==> src/rtl/core/bptc_pkg.sv <==
`default_nettype none
// ----------------------------------------------------------------------------
// bptc_pkg
// Shared types and constants of the barometric temperature and pressure
// compensation pipeline: payload structs, calibration set, status codes.
// ----------------------------------------------------------------------------
package bptc_pkg;

	// Input item: one raw reading pair
	typedef struct packed {
		logic [15:0] raw_temperature;
		logic [18:0] raw_pressure;
	} sample_t;

	// Result status codes
	typedef enum logic [1:0] {
		ST_OK        = 2'd0,
		ST_DIV_ZERO  = 2'd1,
		ST_SATURATED = 2'd2
	} status_t;

	// Result item
	typedef struct packed {
		logic signed [15:0] temperature_tenths;
		logic        [18:0] pressure_pa;
		status_t            status;
	} result_t;

	// Unpacked calibration coefficients
	typedef struct packed {
		logic signed [15:0] ac1;
		logic signed [15:0] ac2;
		logic signed [15:0] ac3;
		logic        [15:0] ac4;
		logic        [15:0] ac5;
		logic        [15:0] ac6;
		logic signed [15:0] b1;
		logic signed [15:0] b2;
		logic signed [15:0] mc;
		logic signed [15:0] md;
		logic        [1:0]  oss;
	} cal_t;

	// Sideband riding along the temperature divider
	typedef struct packed {
		logic signed [18:0] x1;
		logic               neg;
		logic               zero;
		logic        [18:0] up;
	} tside_t;

	// Sideband riding along the pressure divider
	typedef struct packed {
		logic signed [15:0] temp;
		logic               zero;
		logic               big;
	} pside_t;

	// Configuration register indexes
	localparam logic [2:0] REG_AC1_AC2  = 3'd0;
	localparam logic [2:0] REG_AC3_AC4  = 3'd1;
	localparam logic [2:0] REG_AC5_AC6  = 3'd2;
	localparam logic [2:0] REG_B1_B2    = 3'd3;
	localparam logic [2:0] REG_MC_MD    = 3'd4;
	localparam logic [2:0] REG_OSS      = 3'd5;

	// Divider geometry
	localparam int TDIV_NUM_W = 27;
	localparam int TDIV_DEN_W = 20;
	localparam int PDIV_NUM_W = 32;
	localparam int PDIV_DEN_W = 33;

	// Compensation constants
	localparam logic [11:0] B6_OFS   = 12'd4000;
	localparam logic [15:0] B7_SCALE = 16'd50000;
	localparam logic [31:0] B4_BIAS  = 32'd32768;
	localparam logic [11:0] P_SQ_K   = 12'd3038;
	localparam logic [12:0] P_LIN_K  = 13'd7357;
	localparam logic [11:0] P_OFS    = 12'd3791;
	localparam logic [18:0] P_MAX    = 19'h7FFFF;

endpackage
`default_nettype wire

==> src/rtl/core/bptc_finish.sv <==
`default_nettype none
// ----------------------------------------------------------------------------
// bptc_finish
// Stages after the pressure divider: second-order pressure correction,
// range clamp and status encoding into the result item.
// ----------------------------------------------------------------------------
module bptc_finish
	import bptc_pkg::*;
(
	input  wire logic                  clk,
	input  wire logic                  arst_n,
	input  wire logic                  en,
	input  wire logic                  in_vld,
	input  wire logic [PDIV_NUM_W-1:0] in_quo,
	input  wire pside_t                in_side,
	output logic                       out_vld,
	output result_t                    out_res
);

	// Stage 1: pressure estimate, its square and linear term
	logic        [32:0] p_c;
	logic               vld_s1, zero_s1;
	logic        [32:0] p_s1;
	logic        [49:0] sq_s1;
	logic        [45:0] m_s1;
	logic signed [15:0] t_s1;

	assign p_c = in_side.big ? {in_quo, 1'b0} : {1'b0, in_quo};

	// Stage 2: scaled correction terms
	logic        [61:0] x1p_c;
	logic signed [46:0] nm_c;
	logic               vld_s2, zero_s2;
	logic        [32:0] p_s2;
	logic        [45:0] x1_s2;
	logic signed [30:0] x2_s2;
	logic signed [15:0] t_s2;

	assign x1p_c = 62'(sq_s1) * 62'(P_SQ_K);
	assign nm_c  = -$signed({1'b0, m_s1});

	// Stage 3: corrected pressure
	logic signed [47:0] s_c, pf_c;
	logic               vld_s3, zero_s3;
	logic signed [47:0] pf_s3;
	logic signed [15:0] t_s3;

	assign s_c  = 48'($signed({1'b0, x1_s2})) + 48'(x2_s2)
		+ 48'($signed({1'b0, P_OFS}));
	assign pf_c = 48'($signed({1'b0, p_s2})) + (s_c >>> 4);

	// Stage 4: clamp and encode status
	result_t            res_c;
	logic               vld_s4;
	result_t            res_s4;

	always_comb begin
		res_c.temperature_tenths = t_s3;
		res_c.status             = ST_OK;
		if (pf_s3[47]) begin
			res_c.pressure_pa = '0;
			res_c.status      = ST_SATURATED;
		end else if (|pf_s3[46:19]) begin
			res_c.pressure_pa = P_MAX;
			res_c.status      = ST_SATURATED;
		end else begin
			res_c.pressure_pa = pf_s3[18:0];
		end
		// Zero divisor overrides everything
		if (zero_s3) begin
			res_c.temperature_tenths = '0;
			res_c.pressure_pa        = '0;
			res_c.status             = ST_DIV_ZERO;
		end
	end

	// Advance valid bits
	always_ff @(posedge clk or negedge arst_n) begin
		if (!arst_n) begin
			vld_s1 <= 1'b0;
			vld_s2 <= 1'b0;
			vld_s3 <= 1'b0;
			vld_s4 <= 1'b0;
		end else if (en) begin
			vld_s1 <= in_vld;
			vld_s2 <= vld_s1;
			vld_s3 <= vld_s2;
			vld_s4 <= vld_s3;
		end
	end

	// Advance payload
	always_ff @(posedge clk) begin
		if (en) begin
			p_s1    <= p_c;
			sq_s1   <= 50'(p_c[32:8]) * 50'(p_c[32:8]);
			m_s1    <= 46'(p_c) * 46'(P_LIN_K);
			t_s1    <= in_side.temp;
			zero_s1 <= in_side.zero;

			p_s2    <= p_s1;
			x1_s2   <= x1p_c[61:16];
			x2_s2   <= nm_c[46:16];
			t_s2    <= t_s1;
			zero_s2 <= zero_s1;

			pf_s3   <= pf_c;
			t_s3    <= t_s2;
			zero_s3 <= zero_s2;

			res_s4  <= res_c;
		end
	end

	assign out_vld = vld_s4;
	assign out_res = res_s4;

endmodule
`default_nettype wire

==> config.mk <==
export PLATFORM = sky130hd
export DESIGN_NAME = bptc_finish
export DESIGN_NICKNAME = d
export VERILOG_FILES = /design/src/rtl/core/bptc_pkg.sv /design/src/rtl/core/bptc_finish.sv
export SDC_FILE = /design/constraint.sdc
export NUM_CORES = 2
export LEC_CHECK = 0
export BUFFER_PORTS_ARGS = -buffer_cell sky130_fd_sc_hd__buf_2
export CAP_MARGIN = 20
export CORE_MARGIN = 1.5
export CORE_UTILIZATION = 65
export DETAILED_ROUTE_END_ITERATION = 10
export PLACE_DENSITY = 0.82
export SLEW_MARGIN = 5
export SYNTH_ARGS = -nofsm -noshare
export SYNTH_HDL_FRONTEND = slang
export SYNTH_SLANG_ARGS = --single-unit
==> constraint.sdc <==
create_clock -name clk -period 13.7 [get_ports clk]
set_input_delay 0.685 -clock clk [delete_from_list [all_inputs] [get_ports clk]]
set_output_delay 0.685 -clock clk [all_outputs]
set_load 0.02 [all_outputs]
==> metrics.txt <==
status=finished, final reports clean; Worst-path clk slew=0.06 ns; start-to-end type of the worst setup path=primary input to flip-flop; Core Box Area=between 80000 and 90000 um2; initial antenna violation count=8; area share of the largest cell type after synthesis=36.7%; total negative slack=0 ns; Finished Core Util=69.3%; total CTS buffers=38; critical-path maximum fanout=22; nets=around 6900; Port Buf Inserts=91; busiest metal layer after global routing=met2; final critical path time including I/O delays and setup=9.74 ns; Worst EP arrival=10.05 ns; clock tree skew after final layout=0.0152 ns; timing-limited maximum frequency=103 MHz; slowest CP cell=sky130_fd_sc_hd__mux2i_1; detail-routed net length per standard cell=19.5 um; max_slew headroom=30.9%; drt via density=approximately 5.7; family with the most delay on the worst path=adder cells; number of placed instances with taps included=around 6300; detailed router's first-iteration violation count=2389; cell with the most instances after synthesis=sky130_fd_sc_hd__inv_1; type of the most critical hold path=primary input to flip-flop; global-route total usage across every layer=30.0%; share of layout cells above drive strength 1=4.45%; via count of the first global-routing pass=38900; growth of design area from synthesis to finish=5.81%; synthesized area per cell=10.7 um2; clock latency at the later pin of the worst-skew pair=0.58 ns; CTS tree=built; met2 GRT Util=50.1%; number of pins exceeding their max-slew limit in the final report=0; total of warnings raised by yosys=0; FFs w/ async S/R, synth=1.08%; horizontal die dimension=293 um; count of distinct cell types in the synthesized netlist=75; final setup violation count=0; library cell with the largest summed area after synthesis=sky130_fd_sc_hd__fa_1; HPWL after DPL=102 mm; number of enable-type register cells in the synthesized netlist=368; max-cap viol count=0; largest net degree at the start of global routing=169; Hold Fails Final Rpt=0; CTS H-tree lvls=2; Area contributors post-synth=sky130_fd_sc_hd__fa_1 (37%), sky130_fd_sc_hd__edfxtp_1 (20%), sky130_fd_sc_hd__ha_1 (15%); met1 layer usage reported by global route=38.6%; Die Area=85800 um2; endpoint kind of the worst setup timing path=flip-flop; remaining routing DRC violations=0; Syn Std Cell Area=54700 um2; clock tree sinks=372; wire length of the first global-routing pass=about 200 mm; element type at the critical path start=primary input; WP buf/inv=11; post-route fraction of the period consumed by the critical path=71.1%; FP Rows=~110; Post-synth top cells=sky130_fd_sc_hd__inv_1 (1378), sky130_fd_sc_hd__fa_1 (1002), sky130_fd_sc_hd__ha_1 (641), sky130_fd_sc_hd__edfxtp_1 (368), sky130_fd_sc_hd__nand2_1 (243); top flip-flop cell by instance count after synthesis=sky130_fd_sc_hd__edfxtp_1; Seq/Total Area, Yosys=between 20 and 25%; number of standard cells in the final layout excluding fillers=about 6300; setup repair after global routing missed its margin=no; via total after detailed routing=36000; global-route congestion overflow total=0; Worst Max-Slew Pin Slew=between 1 and 1.5 ns; First-pass DRT Iterations=8; met3 track utilization from global routing=6.36%; Initial Utilization=65.5%; height of the die=293 um; required time reported for the critical path endpoint=approximately 14 ns; post-synthesis instance total=5121; final antenna-violating net count=0; Longest Clk Path Bufs=3; register bit count reported by yosys=372; Post-Route WL=123 mm; Routability Congestion=0.988; number of top-level design ports=92; root buf cell=sky130_fd_sc_hd__clkbuf_16; delay of the slowest critical-path stage=0.78 ns
==> cells by family (layout without fill, tap and decap cells) <==
group	Yosys count	in the layout	share of synthesized area, %
buf+inv	1456	1592	10.0
fa+ha+maj	1643	1643	51.4
simple gates	756	756	6.47
xor+xnor	238	238	3.81
mux	40	40	0.753
flops	372	372	20.4
other cells	2	4	0.0137
compound gates	614	614	7.17
==> per-layer routing <==
layer  up-vias  wire length (um)  part of all wire [%]
met3       372             10900                   8.9
met5         -                45                 0.036
met4         6              5640                   4.6
li1      16300                 -                     -
met2      1420             58200                    47
met1     17900             48500                    39
==> worst paths after layout <==
kind,from,end,slack (ns),cells past startpoint
max,in_side[0],sq_s1[49],3.96,32
min,in_side[11],t_s1[9],0.30,1
max reg2reg,sq_s1[7],x1_s2[35],6.69,19
min reg2reg,t_s1[15],t_s2[15],0.42,0
max in group asynchronous,arst_n,out_vld,13.14,2
min in group asynchronous,arst_n,vld_s3,0.44,2
==> stage by stage <==
step | area [um2] | hold slack [ns] | setup WS (ns)
5_1_grt | 57800 | 0.261 | 3.55
3_5_place_dp | 56600 | 0.405 | 3.53
4_1_cts | 57800 | 0.257 | 4.13
6_report | 57800 | 0.296 | 3.96
3_3_place_gp | 56600 | 0.401 | 3.67
2_1_floorplan | 54700 | 0.389 | 4.15
==> cell usage in the layout (no fill, tap or decap), drive strengths merged, types with 5 or more instances in the layout <==
cell type  count
buf          141
xnor2        155
clkbuf        43
nor2         231
edfxtp       368
o21a          47
o21ai        100
a21o         108
or2            5
mux2i         31
a31oi         11
a21oi        208
inv         1383
a211oi        19
nand2        244
o211ai         7
and3          36
o22ai          7
a221o          6
ha           641
nand4         32
nor3          37
and4           6
fa          1002
a211o          7
or3            8
nand3         42
nor4          21
o21bai        40
a31o          10
o31ai          5
xor2          83
nor2b         39
clkinv        20
and2          13
mux2           9
nand2b        28
==> flip-flops by register name, indices dropped and copies added, names as in the netlist, 16 cells and up <==
register  count
p_s1         33
x2_s2        31
sq_s1        48
t_s1         16
out_res      37
x1_s2        46
t_s2         16
p_s2         33
t_s3         16
m_s1         44
pf_s3        45
==> layout make-up <==
class / instances / area, um2
Antenna cell: 1 / 2.50
Inverter: 1385 / 5200
Clock inverter: 21 / 225
Timing Repair Buffer: 143 / 876
Multi-Input combinational cell: 3294 / 38100
Sequential cell: 372 / 11200
Tap cell: 1080 / 1350
Clock buffer: 43 / 970
Fill cell: 5885 / 25600
==> repair_timing <==
item,CTS,global route
gates resized for setup,0,0
hold buffers,1,0
endpoints found under the hold margin,4,0
buffers inserted,0,0
Power is left out: the tool's default activity adds up to more than one toggle a clock period on the data nets, which glitch-free logic cannot reach.
